===== config.mk =====
export PLATFORM = sky130hd
export DESIGN_NAME = led_animation_frame_generator
export DESIGN_NICKNAME = d
export VERILOG_FILES = /design/src/rtl/core/lfg_pkg.sv /design/src/rtl/core/lfg_div.sv /design/src/rtl/core/lfg_front.sv /design/src/rtl/core/lfg_back.sv /design/src/rtl/core/led_animation_frame_generator.sv
export SDC_FILE = /design/constraint.sdc
export NUM_CORES = 2
export LEC_CHECK = 0
export BUFFER_PORTS_ARGS = -buffer_cell sky130_fd_sc_hd__buf_2
export CAP_MARGIN = 20
export CORE_UTILIZATION = 25
export CTS_BUF_LIST = sky130_fd_sc_hd__clkbuf_2 sky130_fd_sc_hd__clkbuf_4 sky130_fd_sc_hd__clkbuf_8
export DETAILED_ROUTE_END_ITERATION = 8
export SYNTH_ARGS = -nofsm -noshare
export SYNTH_HDL_FRONTEND = slang
export SYNTH_SLANG_ARGS = --single-unit
export TNS_END_PERCENT = 20

===== constraint.sdc =====
create_clock -name clk -period 8 [get_ports clk]
set_input_delay 2 -clock clk [delete_from_list [all_inputs] [get_ports clk]]
set_output_delay 2 -clock clk [all_outputs]
set_load 0.01 [all_outputs]

===== src/rtl/core/lfg_pkg.sv =====
// ----------------------------------------------------------------------------
// LED frame generator package
// Shared types, codes, sizes and the sine table for the frame generator.
// ----------------------------------------------------------------------------
package lfg_pkg;

    localparam int PalDepth = 64;
    localparam int PalAw    = $clog2(PalDepth);
    localparam int CntW     = $clog2(PalDepth + 1);
    localparam int MaxLeds  = 64;
    localparam int LedW     = 6;
    localparam int NW       = 7;
    localparam int DvdW     = 49;
    localparam int DsrW     = 9;
    localparam int QuoW     = 16;

    typedef enum logic [1:0] {
        CMD_APPEND = 2'd0,
        CMD_CLEAR  = 2'd1,
        CMD_FRAME  = 2'd2,
        CMD_NOP    = 2'd3
    } cmd_t;

    localparam logic [3:0] MODE_FADE  = 4'd1;
    localparam logic [3:0] MODE_BLINK = 4'd2;
    localparam logic [3:0] MODE_WALK  = 4'd3;
    localparam logic [3:0] MODE_WINK  = 4'd4;
    localparam logic [3:0] MODE_SINE  = 4'd5;

    localparam logic CFG_ANIM_MODE    = 1'b0;
    localparam logic CFG_STRIP_LENGTH = 1'b1;

    typedef struct packed {
        logic [1:0]  command;
        logic [31:0] color_in;
    } in_item_t;

    typedef struct packed {
        logic [31:0]     pixel_color;
        logic [LedW-1:0] pixel_index;
        logic            last_pixel;
    } out_item_t;

    typedef struct packed {
        cmd_t        kind;
        logic [31:0] color;
    } op_t;

    typedef enum logic [2:0] {
        PX_PASS,
        PX_DARK,
        PX_DIM,
        PX_SINE,
        PX_BLACK
    } px_kind_t;

    typedef enum logic [1:0] {
        BK_IDLE,
        BK_DIV1,
        BK_DIV2,
        BK_RUN
    } back_state_t;

    typedef struct packed {
        logic            start;
        logic [DvdW-1:0] dividend;
        logic [DsrW-1:0] divisor;
    } div_req_t;

    typedef struct packed {
        logic            done;
        logic            busy;
        logic [QuoW-1:0] quotient;
        logic [DsrW-1:0] remainder;
    } div_rsp_t;

    localparam logic [7:0] QSINE [0:64] = '{
        8'd0, 8'd3, 8'd6, 8'd9, 8'd13, 8'd16, 8'd19, 8'd22,
        8'd25, 8'd28, 8'd31, 8'd34, 8'd37, 8'd40, 8'd43, 8'd46,
        8'd49, 8'd52, 8'd55, 8'd58, 8'd60, 8'd63, 8'd66, 8'd68,
        8'd71, 8'd74, 8'd76, 8'd79, 8'd81, 8'd84, 8'd86, 8'd88,
        8'd91, 8'd93, 8'd95, 8'd97, 8'd99, 8'd101, 8'd103, 8'd105,
        8'd106, 8'd108, 8'd110, 8'd111, 8'd113, 8'd114, 8'd116, 8'd117,
        8'd118, 8'd119, 8'd121, 8'd122, 8'd122, 8'd123, 8'd124, 8'd125,
        8'd126, 8'd126, 8'd127, 8'd127, 8'd127, 8'd128, 8'd128, 8'd128,
        8'd128
    };

    // Intensity 128 + 128*sin in Q1.8, built from the quarter wave.
    function automatic logic [8:0] intensity(input logic [7:0] k);
        logic [7:0] q;
        if (k <= 8'd64) begin
            q = QSINE[k[6:0]];
            return 9'd128 + {1'b0, q};
        end
        else if (k <= 8'd128) begin
            q = QSINE[7'(8'd128 - k)];
            return 9'd128 + {1'b0, q};
        end
        else if (k <= 8'd192) begin
            q = QSINE[7'(k - 8'd128)];
            return 9'd128 - {1'b0, q};
        end
        else begin
            q = QSINE[7'(8'd0 - k)];
            return 9'd128 - {1'b0, q};
        end
    endfunction

    function automatic logic [3:0] triangle(input logic [4:0] p);
        return (p >= 5'd8) ? 4'(5'd16 - p) : p[3:0];
    endfunction

endpackage


===== src/rtl/core/lfg_div.sv =====
// ----------------------------------------------------------------------------
// LED frame generator divider
// Restoring divider, one quotient bit per cycle, low quotient bits kept.
// ----------------------------------------------------------------------------
module lfg_div (
    input  logic             clk,
    input  logic             rst_n,
    input  lfg_pkg::div_req_t req,
    output lfg_pkg::div_rsp_t rsp
);
    import lfg_pkg::*;

    logic            busy_reg, busy_next;
    logic            done_reg, done_next;
    logic [5:0]      cnt_reg, cnt_next;
    logic [DvdW-1:0] dvd_reg, dvd_next;
    logic [DsrW-1:0] dsr_reg, dsr_next;
    logic [DsrW-1:0] rem_reg, rem_next;
    logic [QuoW-1:0] quo_reg, quo_next;
    logic [DsrW:0]   trial;

    always_comb
    begin
        busy_next = busy_reg;
        done_next = 1'b0;
        cnt_next  = cnt_reg;
        dvd_next  = dvd_reg;
        dsr_next  = dsr_reg;
        rem_next  = rem_reg;
        quo_next  = quo_reg;
        trial     = {rem_reg, dvd_reg[DvdW-1]};
        if (req.start) begin
            busy_next = 1'b1;
            cnt_next  = '0;
            dvd_next  = req.dividend;
            dsr_next  = req.divisor;
            rem_next  = '0;
            quo_next  = '0;
        end
        else if (busy_reg) begin
            dvd_next = {dvd_reg[DvdW-2:0], 1'b0};
            if (trial >= {1'b0, dsr_reg}) begin
                rem_next = DsrW'(trial - {1'b0, dsr_reg});
                quo_next = {quo_reg[QuoW-2:0], 1'b1};
            end
            else begin
                rem_next = trial[DsrW-1:0];
                quo_next = {quo_reg[QuoW-2:0], 1'b0};
            end
            cnt_next = cnt_reg + 6'd1;
            if (cnt_reg == 6'(DvdW - 1)) begin
                busy_next = 1'b0;
                done_next = 1'b1;
            end
        end
    end

    always_ff @(posedge clk or negedge rst_n)
    begin
        if (!rst_n) begin
            busy_reg <= 1'b0;
            done_reg <= 1'b0;
            cnt_reg  <= '0;
        end
        else begin
            busy_reg <= busy_next;
            done_reg <= done_next;
            cnt_reg  <= cnt_next;
        end
    end

    always_ff @(posedge clk)
    begin
        dvd_reg <= dvd_next;
        dsr_reg <= dsr_next;
        rem_reg <= rem_next;
        quo_reg <= quo_next;
    end

    assign rsp.done      = done_reg;
    assign rsp.busy      = busy_reg;
    assign rsp.quotient  = quo_reg;
    assign rsp.remainder = rem_reg;

endmodule


===== src/rtl/core/lfg_front.sv =====
// ----------------------------------------------------------------------------
// LED frame generator front end
// Accepts commands, drops no-operations and queues the rest for the back end.
// ----------------------------------------------------------------------------
module lfg_front (
    input  logic              clk,
    input  logic              rst_n,
    input  logic              in_valid,
    output logic              in_ready,
    input  lfg_pkg::in_item_t in_data,
    output logic              op_valid,
    input  logic              op_pop,
    output lfg_pkg::op_t      op
);
    import lfg_pkg::*;

    op_t        q_mem [2];
    logic [1:0] cnt_reg, cnt_next;
    logic       wr_reg, wr_next;
    logic       rd_reg, rd_next;
    logic       push;
    logic       pop;
    op_t        new_op;

    assign in_ready = (cnt_reg != 2'd2);
    assign push     = in_valid && in_ready && (cmd_t'(in_data.command) != CMD_NOP);
    assign pop      = op_pop && (cnt_reg != 2'd0);
    assign new_op   = '{kind: cmd_t'(in_data.command), color: in_data.color_in};

    always_comb
    begin
        wr_next  = push ? ~wr_reg : wr_reg;
        rd_next  = pop ? ~rd_reg : rd_reg;
        cnt_next = cnt_reg + {1'b0, push} - {1'b0, pop};
    end

    always_ff @(posedge clk or negedge rst_n)
    begin
        if (!rst_n) begin
            cnt_reg <= '0;
            wr_reg  <= 1'b0;
            rd_reg  <= 1'b0;
        end
        else begin
            cnt_reg <= cnt_next;
            wr_reg  <= wr_next;
            rd_reg  <= rd_next;
        end
    end

    always_ff @(posedge clk)
    begin
        if (push) begin
            q_mem[wr_reg] <= new_op;
        end
    end

    assign op_valid = (cnt_reg != 2'd0);
    assign op       = q_mem[rd_reg];

endmodule


===== src/rtl/core/lfg_back.sv =====
// ----------------------------------------------------------------------------
// LED frame generator back end
// Keeps palette, phase; runs frames, emits a pixel per cycle when not stalled.
// ----------------------------------------------------------------------------
module lfg_back (
    input  logic               clk,
    input  logic               rst_n,
    input  logic               op_valid,
    output logic               op_pop,
    input  lfg_pkg::op_t       op,
    input  logic [3:0]         anim_mode,
    input  logic [6:0]         strip_n,
    output lfg_pkg::div_req_t  div_req,
    input  lfg_pkg::div_rsp_t  div_rsp,
    output logic               out_valid,
    input  logic               out_ready,
    output lfg_pkg::out_item_t out_data
);
    import lfg_pkg::*;

    logic [31:0]      pal_mem [PalDepth];
    logic [31:0]      mem_rd_reg;

    back_state_t      state_reg, state_next;
    logic [CntW-1:0]  count_reg, count_next;
    logic [31:0]      phase_reg, phase_next;
    logic [NW-1:0]    n_reg, n_next;
    logic [3:0]       mode_reg, mode_next;
    logic [LedW-1:0]  i_reg, i_next;
    logic [PalAw-1:0] cidx_reg, cidx_next;
    logic [PalAw-1:0] sidx_reg, sidx_next;
    logic [15:0]      q1_reg, q1_next;
    logic [5:0]       r1_reg, r1_next;
    logic [15:0]      stq_reg, stq_next;
    logic [5:0]       str_reg, str_next;
    logic [5:0]       d1_reg, d1_next;
    logic [15:0]      t2_reg, t2_next;

    logic             s1_valid_reg, s1_valid_next;
    px_kind_t         s1_kind_reg, s1_kind;
    logic [3:0]       s1_shift_reg, s1_shift;
    logic [8:0]       s1_m_reg;
    logic [LedW-1:0]  s1_index_reg;
    logic             s1_last_reg;
    logic             out_valid_reg, out_valid_next;
    out_item_t        out_reg;

    logic             out_free;
    logic             issue;
    logic             last_issue;
    logic             pal_wr;
    logic [PalAw-1:0] rd_addr;
    logic [31:0]      phase_wrap;
    logic [6:0]       r1_sum;
    logic [15:0]      k_sum;
    logic [8:0]       m_val;
    logic [31:0]      px;
    logic [16:0]      pr, pg, pb;

    assign out_free   = !out_valid_reg || out_ready;
    assign issue      = (state_reg == BK_RUN) && (!s1_valid_reg || out_free);
    assign last_issue = issue && ({1'b0, i_reg} == NW'(n_reg - 7'd1));
    assign rd_addr    = (mode_reg == MODE_SINE) ? sidx_reg : cidx_reg;
    assign k_sum      = q1_reg + t2_reg;
    assign m_val      = intensity(k_sum[15:8]);
    // Both remainders stay below the divisor, so the sum needs one extra bit.
    assign r1_sum     = {1'b0, r1_reg} + {1'b0, str_reg};

    always_comb
    begin
        phase_wrap = phase_reg;
        if (anim_mode == MODE_FADE && phase_reg > 32'd7) begin
            phase_wrap = '0;
        end
        if (anim_mode == MODE_BLINK && phase_reg > 32'd16) begin
            phase_wrap = '0;
        end
        if (anim_mode == MODE_WINK && phase_reg > {25'd0, strip_n}) begin
            phase_wrap = '0;
        end
    end

    // Control sequencer
    always_comb
    begin
        state_next = state_reg;
        count_next = count_reg;
        phase_next = phase_reg;
        n_next     = n_reg;
        mode_next  = mode_reg;
        i_next     = i_reg;
        cidx_next  = cidx_reg;
        sidx_next  = sidx_reg;
        q1_next    = q1_reg;
        r1_next    = r1_reg;
        stq_next   = stq_reg;
        str_next   = str_reg;
        d1_next    = d1_reg;
        t2_next    = t2_reg;
        op_pop     = 1'b0;
        pal_wr     = 1'b0;
        div_req    = '{start: 1'b0, dividend: '0, divisor: '0};
        unique case (state_reg)
            BK_IDLE:
            begin
                if (op_valid) begin
                    op_pop = 1'b1;
                    unique case (op.kind)
                        CMD_APPEND:
                        begin
                            if (count_reg < CntW'(PalDepth)) begin
                                pal_wr     = 1'b1;
                                count_next = count_reg + 1'b1;
                            end
                        end
                        CMD_CLEAR:
                        begin
                            count_next = '0;
                            phase_next = '0;
                        end
                        CMD_FRAME:
                        begin
                            n_next     = strip_n;
                            mode_next  = anim_mode;
                            phase_next = phase_wrap;
                            i_next     = '0;
                            sidx_next  = '0;
                            cidx_next  = (count_reg == CntW'(1)) ? '0 : PalAw'(1);
                            q1_next    = '0;
                            r1_next    = '0;
                            d1_next    = (strip_n == 7'd1) ? 6'd1 : 6'(strip_n - 7'd1);
                            if (anim_mode == MODE_SINE) begin
                                div_req.start    = 1'b1;
                                div_req.dividend = DvdW'(65536);
                                div_req.divisor  = (strip_n == 7'd1) ? DsrW'(1)
                                                   : DsrW'(strip_n - 7'd1);
                                state_next       = BK_DIV1;
                            end
                            else begin
                                state_next = BK_RUN;
                            end
                        end
                        CMD_NOP:
                        begin
                        end
                    endcase
                end
            end
            BK_DIV1:
            begin
                if (div_rsp.done) begin
                    stq_next = (n_reg == 7'd1) ? '0 : div_rsp.quotient;
                    str_next = (n_reg == 7'd1) ? '0 : div_rsp.remainder[5:0];
                    div_req.start    = 1'b1;
                    div_req.dividend = {phase_reg, 17'd0};
                    div_req.divisor  = DsrW'({n_reg, 2'b00}) + DsrW'(n_reg);
                    state_next       = BK_DIV2;
                end
            end
            BK_DIV2:
            begin
                if (div_rsp.done) begin
                    t2_next    = div_rsp.quotient;
                    state_next = BK_RUN;
                end
            end
            BK_RUN:
            begin
                if (issue) begin
                    i_next    = i_reg + 1'b1;
                    cidx_next = ({1'b0, cidx_reg} + 1'b1 == count_reg) ? '0
                                : cidx_reg + 1'b1;
                    sidx_next = ({1'b0, sidx_reg} + 1'b1 == count_reg) ? '0
                                : sidx_reg + 1'b1;
                    if (r1_sum >= {1'b0, d1_reg}) begin
                        r1_next = 6'(r1_sum - {1'b0, d1_reg});
                        q1_next = q1_reg + stq_reg + 16'd1;
                    end
                    else begin
                        r1_next = r1_sum[5:0];
                        q1_next = q1_reg + stq_reg;
                    end
                    if (last_issue) begin
                        if (mode_reg >= MODE_FADE && mode_reg <= MODE_SINE) begin
                            phase_next = phase_reg + 32'd1;
                        end
                        state_next = BK_IDLE;
                    end
                end
            end
        endcase
    end

    // Per-pixel treatment chosen at issue
    always_comb
    begin
        s1_shift = '0;
        s1_kind  = PX_PASS;
        if (count_reg == '0) begin
            s1_kind = PX_BLACK;
        end
        else begin
            unique case (mode_reg)
                MODE_FADE:
                begin
                    s1_kind  = PX_DIM;
                    s1_shift = phase_reg[3:0];
                end
                MODE_BLINK:
                begin
                    s1_kind  = PX_DIM;
                    s1_shift = triangle(phase_reg[4:0]);
                end
                MODE_WALK:
                begin
                    s1_kind  = PX_DIM;
                    s1_shift = triangle({1'b0, phase_reg[3:0] + i_reg[3:0]});
                end
                MODE_WINK:
                begin
                    s1_kind = (phase_reg == {26'd0, i_reg}) ? PX_DARK : PX_PASS;
                end
                MODE_SINE:
                begin
                    s1_kind = PX_SINE;
                end
                default:
                begin
                    s1_kind = PX_PASS;
                end
            endcase
        end
    end

    // Output formatting from the registered palette word
    always_comb
    begin
        pr = mem_rd_reg[23:16] * s1_m_reg;
        pg = mem_rd_reg[15:8] * s1_m_reg;
        pb = mem_rd_reg[7:0] * s1_m_reg;
        unique case (s1_kind_reg)
            PX_PASS:  px = mem_rd_reg;
            PX_DARK:  px = '0;
            PX_BLACK: px = '0;
            PX_DIM:   px = {8'd0, mem_rd_reg[23:16] >> s1_shift_reg,
                            mem_rd_reg[15:8] >> s1_shift_reg,
                            mem_rd_reg[7:0] >> s1_shift_reg};
            PX_SINE:  px = {8'd0, pr[15:8], pg[15:8], pb[15:8]};
            default:  px = '0;
        endcase
    end

    always_comb
    begin
        s1_valid_next  = s1_valid_reg;
        out_valid_next = out_valid_reg;
        if (out_free) begin
            out_valid_next = s1_valid_reg;
            s1_valid_next  = 1'b0;
        end
        if (issue) begin
            s1_valid_next = 1'b1;
        end
    end

    always_ff @(posedge clk or negedge rst_n)
    begin
        if (!rst_n) begin
            state_reg     <= BK_IDLE;
            count_reg     <= '0;
            phase_reg     <= '0;
            s1_valid_reg  <= 1'b0;
            out_valid_reg <= 1'b0;
        end
        else begin
            state_reg     <= state_next;
            count_reg     <= count_next;
            phase_reg     <= phase_next;
            s1_valid_reg  <= s1_valid_next;
            out_valid_reg <= out_valid_next;
        end
    end

    always_ff @(posedge clk)
    begin
        n_reg    <= n_next;
        mode_reg <= mode_next;
        i_reg    <= i_next;
        cidx_reg <= cidx_next;
        sidx_reg <= sidx_next;
        q1_reg   <= q1_next;
        r1_reg   <= r1_next;
        stq_reg  <= stq_next;
        str_reg  <= str_next;
        d1_reg   <= d1_next;
        t2_reg   <= t2_next;
        if (issue) begin
            s1_kind_reg  <= s1_kind;
            s1_shift_reg <= s1_shift;
            s1_m_reg     <= m_val;
            s1_index_reg <= i_reg;
            s1_last_reg  <= last_issue;
        end
        if (out_free && s1_valid_reg) begin
            out_reg <= '{pixel_color: px, pixel_index: s1_index_reg,
                         last_pixel: s1_last_reg};
        end
    end

    always_ff @(posedge clk)
    begin
        if (pal_wr) begin
            pal_mem[count_reg[PalAw-1:0]] <= op.color;
        end
        if (issue) begin
            mem_rd_reg <= pal_mem[rd_addr];
        end
    end

    assign out_valid = out_valid_reg;
    assign out_data  = out_reg;

    a_count_bound: assert property (@(posedge clk) disable iff (!rst_n)
        count_reg <= CntW'(PalDepth))
        else $error("palette count above depth");

    a_div_done_state: assert property (@(posedge clk) disable iff (!rst_n)
        div_rsp.done |-> (state_reg == BK_DIV1 || state_reg == BK_DIV2))
        else $error("divider finished outside a divide step");

    a_run_index: assert property (@(posedge clk) disable iff (!rst_n)
        (state_reg == BK_RUN) |-> ({1'b0, i_reg} < n_reg))
        else $error("pixel counter ran past the strip");

    a_last_ends_run: assert property (@(posedge clk) disable iff (!rst_n)
        last_issue |=> (state_reg == BK_IDLE))
        else $error("frame did not end after its last pixel");

endmodule


===== src/rtl/core/led_animation_frame_generator.sv =====
// ----------------------------------------------------------------------------
// LED animation frame generator
// Palette-driven frame generator with fade, blink, walk, wink and sine modes.
// ----------------------------------------------------------------------------
//  Channel | Signals                                  | Transfer when
//  --------+------------------------------------------+-----------------------
//  in      | in_valid, in_ready, in_data              | in_valid && in_ready
//  out     | out_valid, out_ready, out_data           | out_valid && out_ready
//  cfg     | cfg_valid, cfg_ready, cfg_index, cfg_data| cfg_valid && cfg_ready
//
// Append and clear commands are handled in the back end's idle state. A frame
// of n LEDs streams one pixel per cycle while the output is not stalled; in
// sine mode the restoring divider first runs two divisions before the first
// pixel.
// Reset clears the palette count, the phase and all handshake state; the
// palette memory itself is not cleared. A stalled output holds the pixel
// pipeline, and the two-entry command queue keeps accepting until it fills.
module led_animation_frame_generator (
    input  logic               clk,
    input  logic               rst_n,
    input  logic               in_valid,
    output logic               in_ready,
    input  lfg_pkg::in_item_t  in_data,
    output logic               out_valid,
    input  logic               out_ready,
    output lfg_pkg::out_item_t out_data,
    input  logic               cfg_valid,
    output logic               cfg_ready,
    input  logic               cfg_index,
    input  logic [7:0]         cfg_data
);
    import lfg_pkg::*;

    logic [3:0] mode_reg;
    logic [6:0] length_reg;
    logic [6:0] strip_n;
    logic       op_valid;
    logic       op_pop;
    op_t        op;
    div_req_t   div_req;
    div_rsp_t   div_rsp;

    // Configuration registers are always ready; a frame latches the mode and
    // length in effect when it starts.
    assign cfg_ready = 1'b1;

    always_ff @(posedge clk or negedge rst_n)
    begin
        if (!rst_n) begin
            mode_reg   <= 4'd0;
            length_reg <= 7'd16;
        end
        else if (cfg_valid) begin
            unique case (cfg_index)
                CFG_ANIM_MODE:    mode_reg   <= cfg_data[3:0];
                CFG_STRIP_LENGTH: length_reg <= cfg_data[6:0];
            endcase
        end
    end

    // A length of zero means one LED, and lengths beyond the strip saturate.
    assign strip_n = (length_reg == 7'd0) ? 7'd1
                   : (length_reg > 7'(MaxLeds)) ? 7'(MaxLeds) : length_reg;

    lfg_front u_front (
        .clk      (clk),
        .rst_n    (rst_n),
        .in_valid (in_valid),
        .in_ready (in_ready),
        .in_data  (in_data),
        .op_valid (op_valid),
        .op_pop   (op_pop),
        .op       (op)
    );

    lfg_div u_div (
        .clk   (clk),
        .rst_n (rst_n),
        .req   (div_req),
        .rsp   (div_rsp)
    );

    lfg_back u_back (
        .clk       (clk),
        .rst_n     (rst_n),
        .op_valid  (op_valid),
        .op_pop    (op_pop),
        .op        (op),
        .anim_mode (mode_reg),
        .strip_n   (strip_n),
        .div_req   (div_req),
        .div_rsp   (div_rsp),
        .out_valid (out_valid),
        .out_ready (out_ready),
        .out_data  (out_data)
    );

endmodule


After elaboration in Yosys (flattened, before gate mapping)

Memory sizes are Yosys's and may differ from the RTL's. A register that Yosys moved wholly into a read port is not among the register bits.
Index checks and enable logic that the tools add are counted.

Bits in registers: 306
Memory bits (writable): 2116
Memory bits (read-only): 4096
Bits of input ports: 48
Output and inout port bits: 42
Logic and storage cells: 263
Memories kept: 6

Memories:

| name            | depth | width | rd ports | clocked after Yosys merged registers in | write ports | RTL line        | source |
|---|---|---|---|---|---|---|---|
| u_back.pal_mem  | 64    | 32    | 1        | 1                                       | 1           | lfg_back.sv:21  | `logic [31:0] pal_mem [PalDepth];` |
| (no name shown) | 128   | 8     | 1        | 0                                       | 0           | lfg_pkg.sv:101  | `q = QSINE[7'(k - 8'd128)];` |
| (no name shown) | 128   | 8     | 1        | 0                                       | 0           | lfg_pkg.sv:105  | `q = QSINE[7'(8'd0 - k)];` |
| (no name shown) | 128   | 8     | 1        | 0                                       | 0           | lfg_pkg.sv:93   | `q = QSINE[k[6:0]];` |
| (no name shown) | 128   | 8     | 1        | 0                                       | 0           | lfg_pkg.sv:97   | `q = QSINE[7'(8'd128 - k)];` |
| u_front.q_mem   | 2     | 34    | 1        | 0                                       | 1           | lfg_front.sv:17 | `op_t q_mem [2];` |

$add $sub $neg: 30
$mul: 3
Magnitude comparators: 18
Equal/unequal tests: 36
Shift operators: 3
Muxes and demuxes: 90
Bitwise gates (word level): 7
Reduce and logical (&&, ||, !) cells: 34

Operators with widths:

| kind                                                           | number |
|---|---|
| two-way mux 59 bit                                             | 4 |
| two-way mux 32 bit                                             | 7 |
| one-hot mux 32 bit (2 select lines)                            | 2 |
| one-hot mux 59 bit (2 select lines)                            | 1 |
| two-way mux 49 bit                                             | 2 |
| one-hot mux 32 bit (3 select lines)                            | 1 |
| two-way mux 6 bit                                              | 14 |
| two-way mux 16 bit                                             | 4 |
| two-way mux 8 bit                                              | 8 |
| multiplier 8 x 9 -> 16 bit                                     | 3 |
| one-hot mux 6 bit (2 select lines)                             | 4 |
| two-way mux 9 bit                                              | 5 |
| adder 16 bit                                                   | 2 |
| adder 32 x 1 -> 32 bit, second input constant                  | 1 |
| equality test 32 x 6 -> 1 bit                                  | 1 |
| >= comparator 8 bit, second input constant                     | 4 |
| greater-than comparator 32 x 3 -> 1 bit, second input constant | 1 |
| greater-than comparator 32 x 5 -> 1 bit, second input constant | 1 |
| greater-than comparator 32 x 7 -> 1 bit                        | 1 |
| NOT 7 -> 8 bit                                                 | 4 |
| one-hot mux 16 bit (2 select lines)                            | 1 |
| adder 6 x 1 -> 6 bit, second input constant                    | 4 |
| right shift 8 x 4 -> 8 bit                                     | 3 |
| equality test 7 x 1 -> 1 bit, second input constant            | 3 |
| other kinds (62)                                               | 140 |

Longest topological paths before layout

Word-level depth: 10
Depth in mapped cells: 26
Mapped depth without buffers: 22

By module

From an unflattened synthesis, not the netlist that was laid out.

Cell total of the unflattened synthesis: 6431
Area, all modules: 108044.9 um^2

Modules (own cells, without submodules):

| module                        | times used | cells each | area each (um^2) | sequential area each (um^2) |
|---|---|---|---|---|
| lfg_back                      | 1          | 5955       | 100632.8         | 68250.5 |
| lfg_div                       | 1          | 316        | 4140.2           | 2442.3 |
| lfg_front                     | 1          | 125        | 2783.9           | 2142.1 |
| led_animation_frame_generator | 1          | 35         | 488.0            | 276.5 |

Least setup slack after synthesis

OpenSTA, ideal clock, no wires.

Path kind: input to register
From: in out_ready
To: reg u_back.phase_reg[29]
Setup time: 0.078 ns
Arrival: 5.870 ns
Required time: 7.922 ns
Setup slack: 2.052 ns
Stages: 12
Path buffers: 2
Path through: nand3b_1 -> and2_1 -> and4_1 -> o2111ai_1 -> o21ai_0 -> o311a_1 -> clkbuf_1 -> nand4_1 -> or4_1 -> clkbuf_1 -> or3_1 -> a21oi_1

Word-level cells in the longest chain between the ends: 6
Elaborated cells on any way between the ends: 7
Classes of those cells: 2 x eq/ne; 5 x reduce/logical

RTL lines:

| item                                     | RTL line                            | source |
|---|---|---|
| start, declared                          | led_animation_frame_generator.sv:25 | `input logic out_ready,` |
| logical OR 1 bit *                       | lfg_back.sv:60                      | `assign out_free = !out_valid_reg \|\| out_ready;` |
| logical OR 1 bit *                       | lfg_back.sv:61                      | `assign issue = (state_reg == BK_RUN) && (!s1_valid_reg \|\| out_free);` |
| logical AND 1 bit *                      | lfg_back.sv:61                      |  |
| named net u_back.issue                   | lfg_back.sv:49                      | `logic issue;` |
| logical AND 1 bit                        | lfg_back.sv:62                      | `assign last_issue = issue && ({1'b0, i_reg} == NW'(n_reg - 7'd1));` |
| inequality test 2 x 1 -> 1 bit (no line) | -                                   |  |
| AND reduction 7 bit (no line) *          | -                                   |  |
| end signal, assigned                     | lfg_back.sv:278                     | `phase_reg <= phase_next;` |
| end, declared                            | lfg_back.sv:26                      | `logic [31:0] phase_reg, phase_next;` |

The timed path passes the listed nets; every way through them passes the cells marked *.
A chain may end at the register's enable or synchronous reset.

Final worst setup path

From: reg u_back.q1_reg[1]
To: reg u_back.s1_m_reg[4], data pin

Word-level cells in the longest chain between the ends: 10
Elaborated cells on any way between the ends: 30
Classes of those cells: 8 x add/sub; 3 x order compare; 11 x mux; 4 x bitwise; 4 x memory

RTL lines:

| item                                                                   | RTL line                                      | source |
|---|---|---|
| start, declared                                                        | lfg_back.sv:32                                | `logic [15:0] q1_reg, q1_next;` |
| start signal, assigned                                                 | lfg_back.sv:291                               | `q1_reg <= q1_next;` |
| adder 16 bit *                                                         | lfg_back.sv:64                                | `assign k_sum = q1_reg + t2_reg;` |
| subtractor 1 x 7 -> 7 bit or subtractor 7 x 1 -> 7 bit (tied branches) | lfg_pkg.sv:97, lfg_pkg.sv:105, lfg_pkg.sv:101 |  |
| NOT 7 -> 8 bit, on equally long branches                               | lfg_pkg.sv:97, lfg_pkg.sv:105, lfg_pkg.sv:101 |  |
| memory (128 x 8 bit), on equally long branches                         | -                                             |  |
| two-way mux 8 bit, on equally long branches (2 in series)              | lfg_pkg.sv:105, lfg_pkg.sv:101                |  |
| subtractor 8 x 8 -> 9 bit, on equally long branches                    | lfg_pkg.sv:106, lfg_pkg.sv:102                |  |
| two-way mux 9 bit                                                      | lfg_pkg.sv:100                                | `else if (k <= 8'd192) begin` |
| two-way mux 9 bit                                                      | lfg_pkg.sv:96                                 | `else if (k <= 8'd128) begin` |
| two-way mux 9 bit *                                                    | lfg_pkg.sv:92                                 | `if (k <= 8'd64) begin` |
| named net u_back.m_val[4]                                              | lfg_back.sv:56                                | `logic [8:0] m_val;` |
| end signal, assigned                                                   | lfg_back.sv:300                               | `s1_m_reg <= m_val;` |
| end, declared                                                          | lfg_back.sv:42                                | `logic [8:0] s1_m_reg;` |

The timed path passes the listed nets; every way through them passes the cells marked *. The select of a mux whose other input is x is not followed.

==> run_results.csv <==
group,metric,value,unit
outcome,status,"finished, final reports clean",
setup_path,rrSetupSlack,0.62,ns
yosys,ys_seq_elements,2438,
clock_tree,numCtsBuffers,387,
grt,grt_pass1_vias,61901,
setup_path,startpoint_type,"flip-flop",
setup_path,crit-reg2reg-launch,"u_back.q1_reg[1]",
yosys,synth-simple-area-share,6.50,%
detailed_routing,drt_iter0_drc,5883,
clock_tree,post-cts-setup-buffers,0,
yosys,syn_nets,6809,
setup_path,endpoint_kind,"flip-flop",
floorplan,coreArea,0.425,mm^2
clock_tree,holdBufCountCts,0,
pwr,leakage,0.0400,uW
yosys,synth-compound-area-share,5.40,%
hold_path,min_to,"u_div.rem_reg[8]",
yosys,synth_mux_area_share,11.9,%
timing,grt_setup_unrepaired,"false",
timing,tightestPinTransition,1.34,ns
grt,grt_max_degree,113,
yosys,synth_common_cells,"edfxtp_1, mux4_2, nand2_1, and2_1, clkbuf_1",
grt,gr-total-overflow,0,
floorplan,initial_core_util,25.2,%
clock_tree,clk_latency,1.00,ns
clock_tree,cts_tree,"built",
yosys,yosysSeqAreaShare,67.9,%
setup_path,crit_arrival,7.99,ns
timing,finalHoldViolCount,0,
timing,finalMaxSlewViolations,0,
final_layout,largest_reg_flops,2048,
yosys,synth_top_family_by_area,"multiplexers",
setup_path,reg2reg_to,"u_back.s1_m_reg[4]",
timing,setup_violations,0,
timing,post-route-period-util,92.3,%
setup_path,crit_fanout,16,
yosys,synth_ff_type,"edfxtp_1",
clock_tree,ctsLongestPathBuffers,4,
placement,io_buffers,87,
setup_path,crit_start,"u_back.q1_reg[1]",
floorplan,die_h,656,um
placement,place_ws,0.942,ns
setup_path,path_class,"reg -> reg",
final_layout,fin_util,28.9,%
yosys,async_flop_share,2.71,%
pwr,power_density,428,mW/mm^2
pwr,ir_worst_vdd,0.000495,V
timing,finalClockSkew,0.0788,ns
placement,place_hpwl,160,mm
yosys,synthAdderAreaFrac,4.71,%
yosys,yosysTopAreaCell,"edfxtp_1",
detailed_routing,dr.pass1.iters,7,
hold_path,hold_path_depth,2,
yosys,synth_edf_count,2347,
detailed_routing,wl,281,mm
hold_path,min_from,"u_div.rem_reg[8]",
final_layout,area_growth,14.7,%
yosys,synth_most_common_cell,"edfxtp_1",
detailed_routing,vias,59848,
grt,antenna_found_initial,28,
grt,gr-usage-all-layers,12.6,%
yosys,synthXorXnorAreaFrac,1.41,%
timing,finalSetupTns,0,ns
detailed_routing,routedWlPerCell,22.1,um
detailed_routing,ant_nets,0,
hold_path,holdCritPathClass,"reg -> reg",
grt,grt_pass1_wl,408,mm
yosys,synth_warnings,0,
detailed_routing,remaining_drc_errors,0,
clock_tree,cts_resized,0,
setup_path,required,8.61,ns
setup_path,reg2regPathDepth,23,
yosys,netlist-cell-type-count,102,
floorplan,die_w,656,um
job,max-cap-violations,0,
clock_tree,clock-sinks,2438,
detailed_routing,vias_per_cell,4.72,
floorplan,io_pins,90,
floorplan,die_area,0.431,mm^2
yosys,synthTopCellsByArea,"edfxtp_1, mux4_2, fa_1, ha_1, and2_1",
final_layout,drive_above_1_share,22.2,%
yosys,yosysTopAreaCellShare,65.9,%
timing,finalWorstSetupSlack,0.620,ns
floorplan,rows,239,
final_layout,fin_nets,7109,
yosys,netlist_instances,6434,
yosys,syn_area_per_cell,16.6,um^2
clock_tree,root_buffer,"clkbuf_8",
timing,slew_headroom,9.86,%
clock_tree,cts-htree-levels,5,
yosys,synth_area,0.107,mm^2
placement,place_congestion,0.818,
timing,min_period,7.38,ns
clock_tree,clk_pin_slew,0.06,ns
timing,fmax,135,MHz
## cells in the final DEF (no fill, tap or decap), types with 90 or more instances in the layout
master	Yosys	routed
a211oi_1	155	155
a21oi_1	185	185
a311oi_1	102	102
and2_1	345	342
buf_2	22	90
buf_4	3	160
clkbuf_4	0	146
clkbuf_8	0	396
edfxtp_1	2347	2347
fa_1	126	126
ha_1	201	201
inv_1	249	248
mux4_2	515	515
nand2_1	512	512
nor2_1	247	182
o21ai_0	143	143
xnor2_1	108	108
## through the flow
stage	power [uW]	hold slack, ns	area (um^2)	cells
2_1_floorplan	34800	0.400	107000	6434
4_1_cts	52800	0.461	123000	12672
3_5_place_dp	42400	0.452	115000	12000
3_3_place_gp	41800	0.442	115000	11994
5_1_grt	56000	0.481	123000	12686
6_report	52600	0.458	123000	12690
## per-layer routing
metal / global-route usage, % / share of wire (%) / vias up / wire (um)
li1: - / - / 25703 / -
met2: 22.0 / 50 / 2371 / 140000
met4: 4.24 / 3.1 / 2 / 8830
met5: 0 / 0.0043 / - / 12
met1: 15.8 / 40 / 31282 / 113000
met3: 2.08 / 6.6 / 490 / 18600
## logic make-up after synthesis
| logic type | count (synthesis) |
|---|---|
| fa+ha+maj | 327 |
| compound gates | 843 |
| mux | 618 |
| other cells | 1 |
| xor+xnor | 168 |
| simple gates | 1423 |
| buf+inv | 616 |
| flops | 2438 |
## worst max-delay path, cell delays in order, from the launching register on
cell	delay, ns
edfxtp_1	0.44
ha_1	0.31
a31oi_1	0.42
nand3_1	0.25
nand3_1	0.25
a211oi_2	0.10
buf_4	0.21
inv_2	0.23
ha_1	0.49
and3_1	0.23
a32o_1	0.15
or2_0	0.57
o221ai_4	0.30
xnor2_2	0.30
a2111oi_0	0.61
o21ai_0	0.21
and2_1	0.25
a21oi_1	0.18
ha_1	0.21
nor3b_1	0.42
nand2_1	0.18
o22ai_2	0.34
mux2i_1	0.26
a221oi_1	0.11
## power by group
group          internal [uW]  total [uW]  switching, uW
Clock                   5470       10300           4820
Combinational          10000       25400          15400
Sequential             16200       16800            693
## worst max-delay path by stage
stage | to | slack, ns
2_1_floorplan | u_back.phase_reg[29] | 2.05
3_3_place_gp | u_back.s1_m_reg[4] | 0.94
3_5_place_dp | u_back.s1_m_reg[4] | 0.94
4_1_cts | u_back.s1_m_reg[4] | 0.91
5_1_grt | u_back.s1_m_reg[4] | 0.21
6_report | u_back.s1_m_reg[4] | 0.62
## layout make-up
class	instances	area [um^2]
Sequential cell	2438	72600
Tap cell	5663	7090
Inverter	253	950
Clock inverter	133	820
Antenna cell	10	25.0
Multi-Input combinational cell	3380	32600
Timing Repair Buffer	274	2100
Fill cell	41804	302000
Clock buffer	539	6520
Note: power is estimated with default switching activity, not from simulation.
